## src/hw/rtl/pbs_pkg.sv

```systemverilog
// ----------------------------------------------------------------------------
// pbs_pkg
// Shared widths, constants and the line event type of the projection band
// segmentation block.
// ----------------------------------------------------------------------------
`default_nettype none

package pbs_pkg;

   localparam int LINE_W          = 12;
   localparam int BUDGET_W        = 8;
   localparam int MAX_LINES_DEF   = 4096;
   localparam int QUEUE_DEPTH     = 2;
   localparam int LINE_IDX_MAX    = 4095;

   localparam logic [BUDGET_W-1:0] GAP_BUDGET_RESET = 8'd16;

   // one finished line as seen by the front end
   typedef struct packed {
      logic filled;
      logic image_end;
   } line_event_type;

endpackage

`default_nettype wire

```

## src/hw/rtl/pbs_if.sv

```systemverilog
// ----------------------------------------------------------------------------
// pbs interfaces
// Valid/ready channels for pixel requests, band results and the budget
// register write port.
// ----------------------------------------------------------------------------
`default_nettype none

interface pbs_req_if;
   logic valid;
   logic ready;
   logic pixel_on;
   logic line_last;
   logic image_last;

   modport source (output valid, output pixel_on, output line_last, output image_last,
                   input ready);
   modport sink   (input valid, input pixel_on, input line_last, input image_last,
                   output ready);
endinterface

interface pbs_rsp_if;
   logic                      valid;
   logic                      ready;
   logic [pbs_pkg::LINE_W-1:0] band_start;
   logic [pbs_pkg::LINE_W-1:0] band_end;

   modport source (output valid, output band_start, output band_end, input ready);
   modport sink   (input valid, input band_start, input band_end, output ready);
endinterface

interface pbs_csr_if;
   logic                        valid;
   logic                        ready;
   logic [pbs_pkg::BUDGET_W-1:0] data;

   modport source (output valid, output data, input ready);
   modport sink   (input valid, input data, output ready);
endinterface

`default_nettype wire

```

## src/hw/rtl/pbs_front.sv

```systemverilog
// ----------------------------------------------------------------------------
// pbs_front
// Takes pixel requests, ORs the pixels of a line together and emits one
// line event per line end into the queue.
// ----------------------------------------------------------------------------
`default_nettype none

module pbs_front (
   input  wire logic                    clock,
   input  wire logic                    reset,
   pbs_req_if.sink                      req,
   output pbs_pkg::line_event_type      ev_data,
   output logic                         ev_valid,
   input  wire logic                    ev_ready
);

   logic has_pixel_ff;
   logic has_pixel_in;
   logic accept;

   assign req.ready = ev_ready;
   assign accept    = req.valid && ev_ready;

   assign ev_valid          = req.valid && req.line_last;
   assign ev_data.filled    = has_pixel_ff || req.pixel_on;
   assign ev_data.image_end = req.image_last;

   always_comb begin
      has_pixel_in = has_pixel_ff;
      if (accept) begin
         if (req.line_last) begin
            has_pixel_in = 1'b0;
         end else begin
            has_pixel_in = has_pixel_ff || req.pixel_on;
         end
      end
   end

   always_ff @(posedge clock) begin
      if (reset) begin
         has_pixel_ff <= 1'b0;
      end else begin
         has_pixel_ff <= has_pixel_in;
      end
   end

endmodule

`default_nettype wire

```

## src/hw/rtl/pbs_queue.sv

```systemverilog
// ----------------------------------------------------------------------------
// pbs_queue
// Short FIFO of line events between the front end and the band logic.
// ----------------------------------------------------------------------------
`default_nettype none

module pbs_queue (
   input  wire logic                    clock,
   input  wire logic                    reset,
   input  pbs_pkg::line_event_type      push_data,
   input  wire logic                    push_valid,
   output logic                         push_ready,
   output pbs_pkg::line_event_type      pop_data,
   output logic                         pop_valid,
   input  wire logic                    pop_ready
);

   localparam int Depth = pbs_pkg::QUEUE_DEPTH;
   localparam int PtrW  = (Depth > 1) ? $clog2(Depth) : 1;
   localparam int CntW  = $clog2(Depth + 1);
   localparam logic [PtrW-1:0] PtrLast = PtrW'(Depth - 1);
   localparam logic [CntW-1:0] CntFull = CntW'(Depth);

   pbs_pkg::line_event_type entry_ff [Depth];

   logic [PtrW-1:0] wr_ptr_ff, wr_ptr_in;
   logic [PtrW-1:0] rd_ptr_ff, rd_ptr_in;
   logic [CntW-1:0] count_ff, count_in;
   logic            push, pop;

   assign push_ready = (count_ff != CntFull);
   assign pop_valid  = (count_ff != '0);
   assign pop_data   = entry_ff[rd_ptr_ff];
   assign push       = push_valid && push_ready;
   assign pop        = pop_valid && pop_ready;

   always_comb begin
      wr_ptr_in = wr_ptr_ff;
      rd_ptr_in = rd_ptr_ff;
      count_in  = count_ff;
      if (push) begin
         wr_ptr_in = (wr_ptr_ff == PtrLast) ? '0 : wr_ptr_ff + 1'b1;
      end
      if (pop) begin
         rd_ptr_in = (rd_ptr_ff == PtrLast) ? '0 : rd_ptr_ff + 1'b1;
      end
      if (push && !pop) begin
         count_in = count_ff + 1'b1;
      end else if (pop && !push) begin
         count_in = count_ff - 1'b1;
      end
   end

   always_ff @(posedge clock) begin
      if (reset) begin
         wr_ptr_ff <= '0;
         rd_ptr_ff <= '0;
         count_ff  <= '0;
      end else begin
         wr_ptr_ff <= wr_ptr_in;
         rd_ptr_ff <= rd_ptr_in;
         count_ff  <= count_in;
      end
   end

   always_ff @(posedge clock) begin
      if (push) begin
         entry_ff[wr_ptr_ff] <= push_data;
      end
   end

   a_count_bound: assert property (@(posedge clock) disable iff (reset)
      count_ff <= CntFull)
      else $error("queue count above depth");

   a_ptr_count: assert property (@(posedge clock) disable iff (reset)
      (count_ff == '0 || count_ff == CntFull) |-> wr_ptr_ff == rd_ptr_ff)
      else $error("queue pointers disagree with count");

endmodule

`default_nettype wire

```

## src/hw/rtl/pbs_back.sv

```systemverilog
// ----------------------------------------------------------------------------
// pbs_back
// Band rule: takes line events, tracks the open band and its gap budget,
// and registers closed bands onto the result channel.
// ----------------------------------------------------------------------------
`default_nettype none

module pbs_back #(
   parameter int MAX_LINES = pbs_pkg::MAX_LINES_DEF
) (
   input  wire logic                    clock,
   input  wire logic                    reset,
   input  pbs_pkg::line_event_type      ev_data,
   input  wire logic                    ev_valid,
   output logic                         ev_ready,
   pbs_csr_if.sink                      csr,
   pbs_rsp_if.source                    rsp
);

   localparam int LineW     = pbs_pkg::LINE_W;
   localparam int BudgetW   = pbs_pkg::BUDGET_W;
   localparam int LimitInt  = (MAX_LINES - 1 < pbs_pkg::LINE_IDX_MAX) ?
                              (MAX_LINES - 1) : pbs_pkg::LINE_IDX_MAX;
   localparam logic [LineW-1:0] LineLimit = LineW'(LimitInt);

   logic [BudgetW-1:0] budget_ff, budget_in;
   logic [LineW-1:0]   line_idx_ff, line_idx_in;
   logic               band_open_ff, band_open_in;
   logic [LineW-1:0]   start_ff, start_in;
   logic [LineW-1:0]   end_ff, end_in;
   logic [BudgetW-1:0] gap_ff, gap_in;
   logic               rsp_valid_ff, rsp_valid_in;
   logic [LineW-1:0]   rsp_start_ff, rsp_start_in;
   logic [LineW-1:0]   rsp_end_ff, rsp_end_in;

   logic pop, opening, open_now, close;
   logic [BudgetW-1:0] gap_next;
   logic [LineW-1:0]   start_next, end_next;

   assign csr.ready = 1'b1;
   assign budget_in = csr.valid ? csr.data : budget_ff;

   assign ev_ready = !rsp_valid_ff || rsp.ready;
   assign pop      = ev_valid && ev_ready;

   assign opening  = ev_data.filled && !band_open_ff;
   assign open_now = band_open_ff || ev_data.filled;

   always_comb begin
      gap_next = gap_ff;
      if (opening) begin
         gap_next = budget_ff;
      end else if (band_open_ff && !ev_data.filled && gap_ff != '0) begin
         gap_next = gap_ff - 1'b1;
      end
   end

   assign start_next = opening ? line_idx_ff : start_ff;
   assign end_next   = ev_data.filled ? line_idx_ff : end_ff;
   assign close      = open_now &&
                       ((gap_next == '0 && !ev_data.filled) || ev_data.image_end);

   always_comb begin
      line_idx_in  = line_idx_ff;
      band_open_in = band_open_ff;
      start_in     = start_ff;
      end_in       = end_ff;
      gap_in       = gap_ff;
      rsp_valid_in = rsp_valid_ff && !rsp.ready;
      rsp_start_in = rsp_start_ff;
      rsp_end_in   = rsp_end_ff;
      if (pop) begin
         band_open_in = open_now && !close;
         start_in     = start_next;
         end_in       = end_next;
         gap_in       = gap_next;
         if (ev_data.image_end) begin
            line_idx_in = '0;
         end else if (line_idx_ff < LineLimit) begin
            line_idx_in = line_idx_ff + 1'b1;
         end
         if (close) begin
            rsp_valid_in = 1'b1;
            rsp_start_in = start_next;
            rsp_end_in   = end_next;
         end
      end
   end

   always_ff @(posedge clock) begin
      if (reset) begin
         budget_ff    <= pbs_pkg::GAP_BUDGET_RESET;
         line_idx_ff  <= '0;
         band_open_ff <= 1'b0;
         start_ff     <= '0;
         end_ff       <= '0;
         gap_ff       <= '0;
         rsp_valid_ff <= 1'b0;
      end else begin
         budget_ff    <= budget_in;
         line_idx_ff  <= line_idx_in;
         band_open_ff <= band_open_in;
         start_ff     <= start_in;
         end_ff       <= end_in;
         gap_ff       <= gap_in;
         rsp_valid_ff <= rsp_valid_in;
      end
   end

   always_ff @(posedge clock) begin
      rsp_start_ff <= rsp_start_in;
      rsp_end_ff   <= rsp_end_in;
   end

   assign rsp.valid      = rsp_valid_ff;
   assign rsp.band_start = rsp_start_ff;
   assign rsp.band_end   = rsp_end_ff;

   a_line_limit: assert property (@(posedge clock) disable iff (reset)
      line_idx_ff <= LineLimit)
      else $error("line index past its limit");

   a_close_shuts: assert property (@(posedge clock) disable iff (reset)
      (pop && close) |=> !band_open_ff && rsp_valid_ff)
      else $error("band still open after a result");

   a_order: assert property (@(posedge clock) disable iff (reset)
      (pop && close && !ev_data.image_end) |-> rsp_start_in <= rsp_end_in)
      else $error("band start after band end");

   a_image_reset: assert property (@(posedge clock) disable iff (reset)
      (pop && ev_data.image_end) |=> line_idx_ff == '0 && !band_open_ff)
      else $error("state not cleared at image end");

endmodule

`default_nettype wire

```

## src/hw/rtl/projection_band_segmentation.sv

```systemverilog
// ----------------------------------------------------------------------------
// projection_band_segmentation
// Finds horizontal bands of non-empty lines in a streamed binary image and
// reports each band's first and last line.
// ----------------------------------------------------------------------------
//   channel   dir   payload                               handshake
//   req_ch    in    pixel_on, line_last, image_last       valid/ready
//   rsp_ch    out   band_start[11:0], band_end[11:0]      valid/ready
//   csr_ch    in    data[7:0] (gap budget, reset 16)      valid/ready, ready tied high
//
// one pixel per cycle while the line event queue has room; a band result
// follows its closing line-end pixel (front end, two-entry line event queue, band logic).
// reset is synchronous and clears all control state and the budget to 16.
// a stalled result only stops the band logic; the queue lets pixels flow
// until it holds two pending line ends.
// ----------------------------------------------------------------------------
`default_nettype none

module projection_band_segmentation #(
   parameter int MAX_LINES = pbs_pkg::MAX_LINES_DEF
) (
   input  wire logic clock,
   input  wire logic reset,
   pbs_req_if.sink   req_ch,
   pbs_rsp_if.source rsp_ch,
   pbs_csr_if.sink   csr_ch
);

   pbs_pkg::line_event_type push_data, pop_data;
   logic push_valid, push_ready, pop_valid, pop_ready;

   pbs_front u_front (
      .clock    (clock),
      .reset    (reset),
      .req      (req_ch),
      .ev_data  (push_data),
      .ev_valid (push_valid),
      .ev_ready (push_ready)
   );

   pbs_queue u_queue (
      .clock      (clock),
      .reset      (reset),
      .push_data  (push_data),
      .push_valid (push_valid),
      .push_ready (push_ready),
      .pop_data   (pop_data),
      .pop_valid  (pop_valid),
      .pop_ready  (pop_ready)
   );

   pbs_back #(
      .MAX_LINES (MAX_LINES)
   ) u_back (
      .clock    (clock),
      .reset    (reset),
      .ev_data  (pop_data),
      .ev_valid (pop_valid),
      .ev_ready (pop_ready),
      .csr      (csr_ch),
      .rsp      (rsp_ch)
   );

endmodule

`default_nettype wire

```

## src/flat_wrapper.sv

```systemverilog
// flat-port wrapper written by rule: the top's interface ports become plain ports
module projection_band_segmentation_flat 
#(
   parameter int MAX_LINES = pbs_pkg::MAX_LINES_DEF
)
  (clock, reset, req_ch_valid, req_ch_pixel_on, req_ch_line_last, req_ch_image_last, req_ch_ready, rsp_ch_valid, rsp_ch_band_start, rsp_ch_band_end, rsp_ch_ready, csr_ch_valid, csr_ch_data, csr_ch_ready);
  pbs_req_if req_ch_i ();
  pbs_rsp_if rsp_ch_i ();
  pbs_csr_if csr_ch_i ();
  input  wire logic clock;
  input  wire logic reset;
  input wire logic [$bits(req_ch_i.valid)-1:0] req_ch_valid;
  input wire logic [$bits(req_ch_i.pixel_on)-1:0] req_ch_pixel_on;
  input wire logic [$bits(req_ch_i.line_last)-1:0] req_ch_line_last;
  input wire logic [$bits(req_ch_i.image_last)-1:0] req_ch_image_last;
  output wire logic [$bits(req_ch_i.ready)-1:0] req_ch_ready;
  output wire logic [$bits(rsp_ch_i.valid)-1:0] rsp_ch_valid;
  output wire logic [$bits(rsp_ch_i.band_start)-1:0] rsp_ch_band_start;
  output wire logic [$bits(rsp_ch_i.band_end)-1:0] rsp_ch_band_end;
  input wire logic [$bits(rsp_ch_i.ready)-1:0] rsp_ch_ready;
  input wire logic [$bits(csr_ch_i.valid)-1:0] csr_ch_valid;
  input wire logic [$bits(csr_ch_i.data)-1:0] csr_ch_data;
  output wire logic [$bits(csr_ch_i.ready)-1:0] csr_ch_ready;
  assign req_ch_i.valid = req_ch_valid;
  assign req_ch_i.pixel_on = req_ch_pixel_on;
  assign req_ch_i.line_last = req_ch_line_last;
  assign req_ch_i.image_last = req_ch_image_last;
  assign req_ch_ready = req_ch_i.ready;
  assign rsp_ch_valid = rsp_ch_i.valid;
  assign rsp_ch_band_start = rsp_ch_i.band_start;
  assign rsp_ch_band_end = rsp_ch_i.band_end;
  assign rsp_ch_i.ready = rsp_ch_ready;
  assign csr_ch_i.valid = csr_ch_valid;
  assign csr_ch_i.data = csr_ch_data;
  assign csr_ch_ready = csr_ch_i.ready;
  projection_band_segmentation #(.MAX_LINES(MAX_LINES)) u_core (.clock(clock), .reset(reset), .req_ch(req_ch_i), .rsp_ch(rsp_ch_i), .csr_ch(csr_ch_i));
endmodule
```

## config.mk

```make
export PLATFORM = sky130hd
export DESIGN_NAME = projection_band_segmentation_flat
export DESIGN_NICKNAME = d
export VERILOG_FILES = /design/src/hw/rtl/pbs_pkg.sv /design/src/hw/rtl/pbs_if.sv /design/src/hw/rtl/pbs_front.sv /design/src/hw/rtl/pbs_queue.sv /design/src/hw/rtl/pbs_back.sv /design/src/hw/rtl/projection_band_segmentation.sv /design/src/flat_wrapper.sv
export SDC_FILE = /design/constraint.sdc
export NUM_CORES = 1
export LEC_CHECK = 0
export BUFFER_PORTS_ARGS = -buffer_cell sky130_fd_sc_hd__buf_2
export CAP_MARGIN = 30
export CORE_ASPECT_RATIO = 0.7
export CORE_MARGIN = 4
export CORE_UTILIZATION = 25
export CTS_CLUSTER_SIZE = 16
export DETAILED_ROUTE_END_ITERATION = 6
export GPL_TIMING_DRIVEN = 0
export SLEW_MARGIN = 20
export SYNTH_ARGS = -nofsm -noshare
export SYNTH_HDL_FRONTEND = slang
export SYNTH_SLANG_ARGS = --single-unit
```

## constraint.sdc

```tcl
create_clock -name clock -period 4.91 [get_ports clock]
set_input_delay 0.2455 -clock clock [delete_from_list [all_inputs] [get_ports clock]]
set_output_delay 0.2455 -clock clock [all_outputs]
set_load 0.05 [all_outputs]
```

---- After elaboration in Yosys (flattened, before gate mapping) ----
Memories as Yosys holds them, arrays and structs flattened. A register that Yosys moved wholly into a read port is not among the register bits.
Index checks and enable logic that the tools add are counted.
storage, ports and cells
  register bits ........................... 83
  ROM bits ................................ 0
  memory bits (writable) .................. 4
  output and inout bits ................... 27
  memories ................................ 1
  bits in latches ......................... 0
  input port bits ......................... 16
  word-level logic and storage cells ...... 70
memory list
  memory                   words  bits a word  read ports  clocked after memory_dff  wr ports  line             text
  u_core.u_queue.entry_ff  2      2            1           1                         1         pbs_queue.sv:24  pbs_pkg::line_event_type entry_ff [Depth];
cells by class
  equal/unequal tests ..................... 1
  $lt $le $gt $ge ......................... 1
  bitwise gates (word level) .............. 0
  $mul .................................... 0
  reductions and logical operators ........ 31
  divide/modulo/power cells ............... 0
  shift operators ......................... 0
  $add $sub $neg .......................... 6
  mux-type cells .......................... 17
operators by type and width
  kind                                                                 count
  12-bit two-way mux                                                   4
  8-bit two-way mux                                                    2
  1-bit logical AND                                                    13
  12-bit by 1-bit adder with 12-bit output (second input constant)     1
  12-bit < comparator (second input constant)                          1
  1-bit two-way mux                                                    9
  8-bit logical NOT                                                    1
  8-bit nonzero test                                                   1
  8-bit by 1-bit subtractor with 8-bit output (second input constant)  1
  1-bit logical NOT                                                    7
  2-bit nonzero test                                                   3
  1-bit logical OR                                                     4
  2-bit two-way mux                                                    2
  2-bit AND reduction                                                  2
  1-bit adder (second input constant)                                  2
  2-bit by 1-bit adder with 2-bit output (second input constant)       1
  2-bit inequality test (second input constant)                        1
  2-bit by 1-bit subtractor with 2-bit output (second input constant)  1

---- Longest topological paths before layout ----
Gate-level depths: netlist of run 1.
  depth after elaboration ................. 11
  mapped depth ............................ 10
  gate-level depth less buffers ........... 8

---- Hierarchy ----
A second synthesis of run 1 with hierarchy kept.
second synthesis, totals
  cells, all modules ...................... 435
  area, all modules ....................... 4,030.1 um^2
by module, submodules not included
  module     cells an instance  sequential area each (um^2)  instances  area an instance (um^2)
  pbs_back   398                1,801.7                      1          3,593.4
  pbs_queue  30                 220.2                        1          372.9
  pbs_front  7                  20.0                         1          63.8

---- Least setup slack after synthesis of run 1 ----
Ideal clock, no wire load.
  path kind ............................... reg-to-reg
  start ................................... register u_core.u_back.gap_ff[0]
  end ..................................... register u_core.u_back.rsp_end_ff[0], in the netlist u_core.u_back.rsp.band_end[0] (enable)
  setup slack ............................. 1,120 ps
  data arrival time ....................... 3,377 ps
  setup time .............................. 413 ps
  path buffers ............................ 0
  clock period less this slack ............ 3,790 ps
  stages on the path, launching flop included .. 9
  data required time ...................... 4,497 ps
  cells stage by stage .................... dfxtp_1 > inv_1 > ha_1 > or3b_2 > o21ai_1 > or4_1 > a31oi_1 > or4b_4 > a21oi_1
between the ends
  longest elaborated chain between the ends .. 9
  elaborated cells on any way between the ends .. 10
  classes of those cells .................. 1 x add/sub; 2 x mux; 7 x reduce/logical
RTL lines
  element                                                                                              line             text
  from (decl)                                                                                          pbs_back.sv:31   logic [BudgetW-1:0] gap_ff, gap_in;
  from (signal assigned)                                                                               pbs_back.sv:105  gap_ff <= gap_in;
  parallel branches: the longest is 2 deep, another holds 8-bit by 1-bit subtractor with 8-bit output  -
  8-bit two-way mux *                                                                                  pbs_back.sv:53   end else if (band_open_ff && !ev_data.filled && gap_ff != '0) begin
  8-bit two-way mux *                                                                                  pbs_back.sv:51   if (opening) begin
  8-bit logical NOT *                                                                                  pbs_back.sv:61   ((gap_next == '0 && !ev_data.filled) || ev_data.image_end);
  1-bit logical AND *                                                                                  pbs_back.sv:61
  1-bit logical OR *                                                                                   pbs_back.sv:61
  1-bit logical AND *                                                                                  pbs_back.sv:60   assign close = open_now &&
  2-bit AND reduction (no source line) *                                                               -
  to (signal assigned)                                                                                 pbs_back.sv:112  rsp_end_ff <= rsp_end_in;
  to (decl)                                                                                            pbs_back.sv:34   logic [LineW-1:0] rsp_end_ff, rsp_end_in;
Mark *: on every way between the ends.
A chain may end at the register's enable or synchronous reset.

---- Final worst setup path of run 1 ----
  start ................................... register u_core.u_back.gap_ff[0]
  end ..................................... register u_core.u_back.rsp_start_ff[4], in the netlist u_core.u_back.rsp.band_start[4] (enable)
between the ends
  longest elaborated chain between the ends .. 9
  elaborated cells on any way between the ends .. 10
  classes of those cells .................. 1 x add/sub; 2 x mux; 7 x reduce/logical
RTL lines
  element                                                                                              line             text
  parallel branches: the longest is 2 deep, another holds 8-bit by 1-bit subtractor with 8-bit output  -
  8-bit two-way mux *                                                                                  pbs_back.sv:53
  8-bit two-way mux *                                                                                  pbs_back.sv:51
  8-bit logical NOT *                                                                                  pbs_back.sv:61
  1-bit logical AND *                                                                                  pbs_back.sv:61
  1-bit logical OR *                                                                                   pbs_back.sv:61
  1-bit logical AND *                                                                                  pbs_back.sv:60
  2-bit AND reduction (no source line) *                                                               -
  to (signal assigned)                                                                                 pbs_back.sv:111  rsp_start_ff <= rsp_start_in;
  to (decl)                                                                                            pbs_back.sv:33   logic [LineW-1:0] rsp_start_ff, rsp_start_in;
Marks and branches as above.

==> impl_metrics.json, run 1 <==
{
  "grt_pass1_wl_um": 15500,
  "multi_input_area_um2": 1680,
  "io_buffers": 40,
  "synth_nets": 457,
  "crit_required_ns": 4.88,
  "clk_pin_slew_worst_paths_ns": 0.06,
  "fmaxAchievable_mhz": 266,
  "drc": 0,
  "cts_tree": "done",
  "r2r-end": "u_core.u_back.rsp.band_start[4]",
  "fin_skew_ns": 0.00781,
  "path_max_fanout": 24,
  "vias_per_cell": 4.61,
  "drv_slew": 0,
  "syn_area_um2": 3850,
  "hold_class": "in -> reg",
  "postCtsHoldBufs": 0,
  "whs_endpoint": "u_core.u_queue.entry_ff[0][0]",
  "cts_num_sinks": 88,
  "die_x_um": 156,
  "tns_ns": 0,
  "layout_min_cycle_time_ns": 3.75,
  "post_cts_buffers": 0,
  "syn_to_final_growth_pct": 19.7,
  "grt.busiest_layer": "met1",
  "worst-slew-pin-transition_ns": 0.788,
  "yosys_register_bits": 88,
  "slew_headroom_pct": 47.3,
  "finalCritPeriodShare_pct": 76.4,
  "startpoint_type": "flop",
  "die_area_um2": 17500,
  "initial_core_util_pct": 25.8,
  "nNetsFinal": 508,
  "power.density_cell_area_nw_per_um2": 595,
  "fillers": 1559,
  "h-tree-depth": 3,
  "grt_pass1_vias": 2948,
  "status": "complete, no violations",
  "critical-path-top-delay-family": "compound AO/OA/AOI/OAI gates",
  "ys_seq_area_share_pct": 53.1,
  "cts_resized": 0,
  "cap_violations": 0,
  "met2_usage_pct": 15.9,
  "yosysWarnings": 0,
  "ys_types": 51,
  "root_buffer": "clkbuf_16",
  "reg2regPathDepth": 8,
  "wire_per_inst_um": 14.2,
  "antenna_found_initial": 1,
  "die_y_um": 112,
  "drive_gt1_share_pct": 13.8,
  "fp.coreArea_um2": 14900,
  "synth_top_area_share_pct": 31.2,
  "hpwlAfterDp_um": 7240,
  "avgSynthCellArea_um2": 8.80,
  "grt_max_degree": 25,
  "via_count": 3169,
  "cp_data_arrival_time_ns": 3.72,
  "cts_buffers": 9,
  "finalSetupViolCount": 0,
  "cp_num_buf_inv": 1,
  "crit_chain": "inv_1 -> ha_1 -> or3b_2 -> o21ai_1 -> mux2i_1 -> a2111oi_0 -> or4b_4 -> a21oi_4",
  "finalPower_mw": 2.74,
  "vdd_drop_max_mv": 0.225,
  "grt_overflow_total": 0,
  "dr.pass1.iters": 4,
  "clkLatencyLatePin_ns": 0.34,
  "drtAntennaViolNets": 0,
  "synth_cells": 437,
  "track_usage_pct": 11.1,
  "place_congestion": 0.894,
  "crit_cells": 8,
  "critical-path-max-stage-delay_ns": 0.66,
  "synth_edf_count": 28,
  "cpMaxStageDelayCell": "a21oi_4",
  "grt_use_met3_pct": 3.11,
  "path_class": "reg -> reg",
  "use_met1_pct": 16.4,
  "synth_area_leaders": "dfxtp_1, edfxtp_1, nand2_1",
  "io_pins": 43,
  "cp-end-kind": "flop",
  "holdPathStages": 1,
  "routed_wl_um": 9780,
  "rsz0062_at_grt": "false",
  "leakagePower_nw": 1.78,
  "synth_area_leader_cell": "dfxtp_1",
  "fp-row-count": 37,
  "ys.flop_type": "dfxtp_1",
  "r2r-start": "u_core.u_back.gap_ff[0]",
  "diodes": 0,
  "clk_path_buf_depth": 2,
  "min_from": "req_ch_image_last",
  "initialDrtViolationCount": 227,
  "async_flop_share_pct": 0,
  "hold_viol": 0,
  "r2r_slack_ns": 1.16,
  "register_area_um2": 2040
}
[cell usage after synthesis (all sizes together) (4+ instances only)]
master,n
and3,5
ha,4
nand2,104
clkbuf,17
buf,10
a21oi,26
inv,5
a31oi,5
dfxtp,60
xnor2,9
mux2i,11
nand3,5
edfxtp,28
o21ai,9
or3,4
xor2,6
nor2,62
nor3,23
[cell type report]
class | instances | share of cell area [%]
Sequential cell | 88 | 44.3
Multi-Input combinational cell | 317 | 36.6
Tap cell | 195 | 5.30
Clock buffer | 9 | 4.89
Timing Repair Buffer | 40 | 4.35
Buffer | 27 | 2.47
Clock inverter | 7 | 1.68
Inverter | 5 | 0.407
[stage by stage]
step	util, %	worst slack, ns	hold WS [ns]	instances	area [um2]
finish	30.9	1.16	0.108	688	4610
global route	30.9	1.09	0.0966	688	4610
CTS	30.9	1.21	0.0957	688	4610
detailed placement	28.9	1.26	0.451	672	4300
global placement	28.8	0.0878	0.439	672	4290
floorplan	-	1.12	0.344	437	3850
[cell usage in the layout, fill, tap and decap left out, drive strengths merged, types with 6 or more instances in the layout]
cell and count:
inv 8, mux2i 11, o21ai 9, nand2 104, edfxtp 28, xnor2 9, xor2 6, nor2 62
buf 50, dfxtp 60, clkbuf 26, a21oi 26, nor3 23
[cell families after synthesis]
kind of cell / after synthesis / synth area share [%]
flops: 88 / 53.1
other cells: 1 / 0.0975
simple gates: 223 / 25.4
fa+ha+maj: 4 / 1.30
buf+inv: 32 / 3.45
compound gates: 62 / 10.1
mux: 12 / 3.15
xor+xnor: 15 / 3.41
[power breakdown]
group | switching [mW] | internal, mW | total (mW)
logic | 0.734 | 0.303 | 1.04
clock network | 0.297 | 0.400 | 0.697
registers | 0.0882 | 0.917 | 1.00
[worst max-delay path by stage]
stage / startpoint / slack, ns / to
floorplan: u_core.u_back.gap_ff[0] / 1.12 / u_core.u_back.rsp.band_end[0]
detailed placement: u_core.u_back.gap_ff[0] / 1.26 / u_core.u_back.rsp.band_start[3]
finish: u_core.u_back.gap_ff[0] / 1.16 / u_core.u_back.rsp.band_start[4]
global route: u_core.u_back.gap_ff[0] / 1.09 / u_core.u_back.rsp.band_start[3]
global placement: u_core.u_back.gap_ff[0] / 0.09 / u_core.u_back.rsp.band_start[3]
CTS: u_core.u_back.gap_ff[0] / 1.21 / u_core.u_back.rsp.band_start[3]
[per-layer routing]
layer  vias to the layer above  wire [um]
met5                         -         12
met4                         2         74
met3                         8        664
met2                        82       4020
met1                      1472       5010
li1                       1605          -
[registers in the layout, indices dropped and copies added, names as in the netlist, named ones only]
register                      cells
u_core.u_back.end_ff             12
u_core.u_back.line_idx_ff        12
u_core.u_back.rsp.band_end       12
u_core.u_back.rsp.band_start     12
u_core.u_back.start_ff           12
u_core.u_back.budget_ff           8
u_core.u_back.gap_ff              8
u_core.u_queue.entry_ff           4
u_core.u_queue.count_ff           2
u_core.u_back.band_open_ff        1
u_core.u_back.rsp.valid           1
u_core.u_front.has_pixel_ff       1
u_core.u_queue.rd_ptr_ff          1
u_core.u_queue.wr_ptr_ff          1
Note: power is estimated with default switching activity, not from simulation.
==> run 2, diff against run 1 <==
- clock period: 4.91 -> 3.7 ns (I/O delays scaled with it)
==> impl_metrics.json, run 2 (synthesized netlist as in run 1, its figures left out) <==
{
  "diodes": 0,
  "clk_pin_slew_worst_paths_ns": 0.06,
  "hpwlAfterDp_um": 7360,
  "track_usage_pct": 11.8,
  "tns_ns": 0,
  "vias_per_cell": 4.66,
  "hold_class": "in -> reg",
  "fin_util_pct": 31.0,
  "post_cts_buffers": 0,
  "fp.coreArea_um2": 14900,
  "leakagePower_nw": 1.77,
  "final_cell_mix": "nand2_1, nor2_1, dfxtp_1",
  "io_pins": 43,
  "layout_min_cycle_time_ns": 3.54,
  "die_area_um2": 17500,
  "critical-path-max-stage-delay_ns": 0.63,
  "grt_overflow_total": 0,
  "cts_resized": 0,
  "slew_headroom_pct": 21.6,
  "cpMaxStageDelayCell": "or4b_4",
  "power.density_cell_area_nw_per_um2": 791,
  "drv_slew": 0,
  "via_count": 3212,
  "cp-end-kind": "flop",
  "path_class": "reg -> reg",
  "grt_pass1_wl_um": 16400,
  "initial_core_util_pct": 25.8,
  "die_y_um": 112,
  "antenna_found_initial": 1,
  "cts_num_sinks": 88,
  "hold_viol": 0,
  "setup_slack_ns": 0.159,
  "startpoint_type": "flop",
  "cts_buffers": 9,
  "initialDrtViolationCount": 247,
  "die_x_um": 156,
  "drc": 0,
  "rsz0062_at_grt": "false",
  "io_buffers": 40,
  "crit_required_ns": 3.67,
  "path_max_fanout": 12,
  "routed_wl_um": 10100,
  "layout_commonest_cell": "nand2_1",
  "drtAntennaViolNets": 0,
  "fp-row-count": 37,
  "finalCritPeriodShare_pct": 95.7,
  "fmaxAchievable_mhz": 282,
  "clkLatencyLatePin_ns": 0.34,
  "grt_max_degree": 25,
  "crit_chain": "inv_1 -> ha_1 -> or3b_2 -> o21ai_1 -> mux2i_1 -> a2111oi_0 -> or4b_4 -> a21oi_4",
  "finalSetupViolCount": 0,
  "nNetsFinal": 509,
  "worst-slew-pin-transition_ns": 1.16,
  "wire_per_inst_um": 14.7,
  "drive_gt1_share_pct": 14.0,
  "root_buffer": "clkbuf_16",
  "fin_skew_ns": 0.00827,
  "pre_cts_ws_ns": 0.0953,
  "status": "complete, no violations",
  "syn_to_final_growth_pct": 20.0,
  "cts_tree": "done",
  "dr.pass1.iters": 4,
  "cp_data_arrival_time_ns": 3.52,
  "grt_pass1_vias": 3187,
  "clk_path_buf_depth": 2,
  "postCtsHoldBufs": 0,
  "vdd_drop_max_mv": 0.349,
  "h-tree-depth": 3,
  "finalPower_mw": 3.65,
  "cap_violations": 0,
  "place_congestion": 0.895
}
-- run 2: report_power, final --
| part | internal [mW] | total [mW] | switching, mW |
|---|---|---|---|
| combinational | 0.407 | 1.41 | 1.01 |
| sequential | 1.22 | 1.33 | 0.116 |
| clock | 0.527 | 0.906 | 0.379 |
| total | 2.15 | 3.65 | 1.50 |
-- run 2: cell type report --
| cell class | instances | area (um2) |
|---|---|---|
| plain buffers | 27 | 114 |
| flip-flops and latches | 88 | 2040 |
| fillers | 1563 | 10300 |
| multi-input cells | 318 | 1700 |
| repair buffers | 40 | 200 |
| well taps | 195 | 244 |
| clock inverters | 6 | 67.6 |
| inverters | 5 | 18.8 |
| clock buffers | 10 | 229 |
-- run 2: metal layers --
layer | vias to the layer above | routed length (um) | track usage, %
li1 | 1597 | - | -
met3 | 11 | 617 | 3.11
met4 | 2 | 122 | 3.24
met1 | 1514 | 5120 | 17.2
met2 | 88 | 4230 | 17.1
met5 | - | 12 | 0
-- run 2: metrics by stage --
stage | std cells | hold slack, ns | instance area [um2]
finish | 689 | 0.0482 | 4620
global route | 689 | 0.0374 | 4620
CTS | 688 | 0.0387 | 4600
detailed placement | 672 | 0.395 | 4300
global placement | 672 | 0.380 | 4300
floorplan | 437 | 0.284 | 3850
-- run 2: path summary, 6_finish.rpt --
check	start	end	slack, ns	cells after the start
max reg2reg	u_core.u_back.gap_ff[0]	u_core.u_back.rsp.band_start[9]	0.16	8
max	u_core.u_back.gap_ff[0]	u_core.u_back.rsp.band_start[9]	0.16	8
min	req_ch_image_last	u_core.u_queue.entry_ff[1][0]	0.05	1
min reg2reg	u_core.u_back.start_ff[8]	u_core.u_back.start_ff[8]	0.46	2
-- run 2: worst max-delay path, delay by kind of cell (launching register included) --
kind            cells  cell delay, ns
mux                 1            0.11
buf+inv             1            0.14
simple gates        2            1.13
compound gates      3            1.22
fa+ha+maj           1            0.20
flops               1            0.36
==> run 3, diff against run 2 <==
- BUFFER_PORTS_ARGS: -buffer_cell sky130_fd_sc_hd__buf_2 -> unset
- DONT_BUFFER_PORTS: unset -> 1
==> impl_metrics.json, run 3 (synthesized netlist as in run 1, its figures left out) <==
{
  "fin_skew_ns": 0.0108,
  "fin_area_um2": 4470,
  "whs_ns": 0.00473,
  "wire_per_inst_um": 15.2,
  "cts_tree": "done",
  "antenna_found_initial": 0,
  "drv_slew": 0,
  "combPwrFrac_pct": 30.8,
  "grt_overflow_total": 0,
  "seqPwrFrac_pct": 42.5,
  "io_pins": 43,
  "layout_min_cycle_time_ns": 3.44,
  "path_max_fanout": 12,
  "drtAntennaViolNets": 0,
  "internal_power_mw": 2.19,
  "die_y_um": 112,
  "die_x_um": 156,
  "vias_per_cell": 4.74,
  "finalSetupViolCount": 0,
  "cp-end-kind": "flop",
  "setup_slack_ns": 0.258,
  "grt_max_degree": 25,
  "io_buffers": 0,
  "cts_num_sinks": 88,
  "pre_cts_ws_ns": 0.137,
  "placedInstanceArea_um2": 4100,
  "track_usage_pct": 11.2,
  "final_cell_mix": "nand2_1, nor2_1, dfxtp_1",
  "hold_viol": 0,
  "initialDrtViolationCount": 204,
  "die_area_um2": 17500,
  "nNetsFinal": 472,
  "clk_pin_slew_worst_paths_ns": 0.06,
  "vdd_drop_max_mv": 0.250,
  "clkLatencyLatePin_ns": 0.34,
  "layout_commonest_cell": "nand2_1",
  "via_count": 3088,
  "fmaxAchievable_mhz": 291,
  "cap_violations": 0,
  "routed_wl_um": 9910,
  "fp.coreArea_um2": 14900,
  "dr.pass1.iters": 5,
  "slew_headroom_pct": 25.4,
  "hold_class": "in -> reg",
  "h-tree-depth": 3,
  "power.share.clock_pct": 26.7,
  "crit_required_ns": 3.68,
  "p_sw_mw": 1.48,
  "cp_data_arrival_time_ns": 3.42,
  "root_buffer": "clkbuf_16",
  "drc": 0,
  "finalCritPeriodShare_pct": 93.0,
  "diodes": 0,
  "initial_core_util_pct": 25.8,
  "fp-row-count": 37,
  "power.density_cell_area_nw_per_um2": 819,
  "grt_pass1_vias": 2922,
  "path_class": "reg -> reg",
  "post_cts_buffers": 0,
  "drive_gt1_share_pct": 6.35,
  "hpwlAfterDp_um": 7100,
  "syn_to_final_growth_pct": 16.2,
  "swShare_pct": 40.3,
  "clk_path_buf_depth": 2,
  "status": "complete, no violations",
  "startpoint_type": "flop",
  "rsz0062_at_grt": "false",
  "grt_pass1_wl_um": 15500,
  "place_congestion": 0.868,
  "leakagePower_nw": 1.64,
  "worst-slew-pin-transition_ns": 1.11,
  "cts_buffers": 9
}
==> run 3: cell types whose count changed in the layout (fill, tap and decap cells not counted), sizes merged <==
cell         previous run  this run
clkinv                  1         0
buf                    50        10
dlygate4sd3             0         3
bufinv                  1         2
==> run 3: through the flow <==
stage / total power, mW / cells / util, % / setup TNS (ns)
final: 3.66 / 652 / 30.0 / 0
after global routing: 3.88 / 652 / 30.0 / 0
after CTS: 3.64 / 651 / 29.9 / 0
after detailed placement: 2.65 / 632 / 27.5 / 0
after global placement: 2.63 / 632 / 27.5 / -6.38
after floorplan: 2.35 / 437 / - / 0
==> run 3: what timing repair did <==
| item | 4_1_cts | 5_1_grt |
|---|---|---|
| resized for setup | 0 | 2 |
| hold endpoints to repair | 4 | 0 |
| hold buffers | 3 | 0 |
| endpoints found under the setup margin | 0 | 24 |
==> run 3: path summary, 6_finish.rpt <==
kind,startpoint,end,slack (ns),cells after the start
worst max register to register,u_core.u_back.gap_ff[0],u_core.u_back.rsp.band_start[8],0.26,8
worst min-delay path,csr_ch_data[0],u_core.u_back.budget_ff[0],0.005,2
worst max-delay path,u_core.u_back.gap_ff[0],u_core.u_back.rsp.band_start[8],0.26,8
worst min register to register,u_core.u_back.start_ff[8],u_core.u_back.start_ff[8],0.46,2
==> run 3: metal layers <==
layer / wire length, um / track usage [%]
met1: 5040 / 16.5
met2: 4130 / 15.7
met3: 679 / 3.57
met4: 60 / 3.29
met5: 0 / 0
==> run 3: area by class of cell <==
cell class                 instances  area (um2)
sequential                        88        2040
multi-input combinational        318        1700
clock inverter                     6        92.6
buffer                            27         114
fill                            1581       10400
tap                              195         244
inverter                           5        18.8
clock buffer                      10         229
timing repair buffer               3        30.0
==> run 3: power groups by stage <==
| stage | sequential (mW) | combinational, mW | clock, mW |
|---|---|---|---|
| floorplan | 1.54 | 0.809 | 0 |
| global placement | 1.57 | 1.05 | 0 |
| detailed placement | 1.58 | 1.07 | 0 |
| CTS | 1.56 | 1.09 | 0.995 |
| global route | 1.58 | 1.26 | 1.04 |
| finish | 1.56 | 1.13 | 0.978 |
==> run 3: critical path, stage by stage, from the launching register on <==
cell and delay [ns]:
dfxtp_1 0.36, inv_1 0.15, ha_1 0.22, or3b_2 0.49
o21ai_1 0.44, or4_1 0.19, a31oi_1 0.10, or4b_4 0.64
a21oi_4 0.46
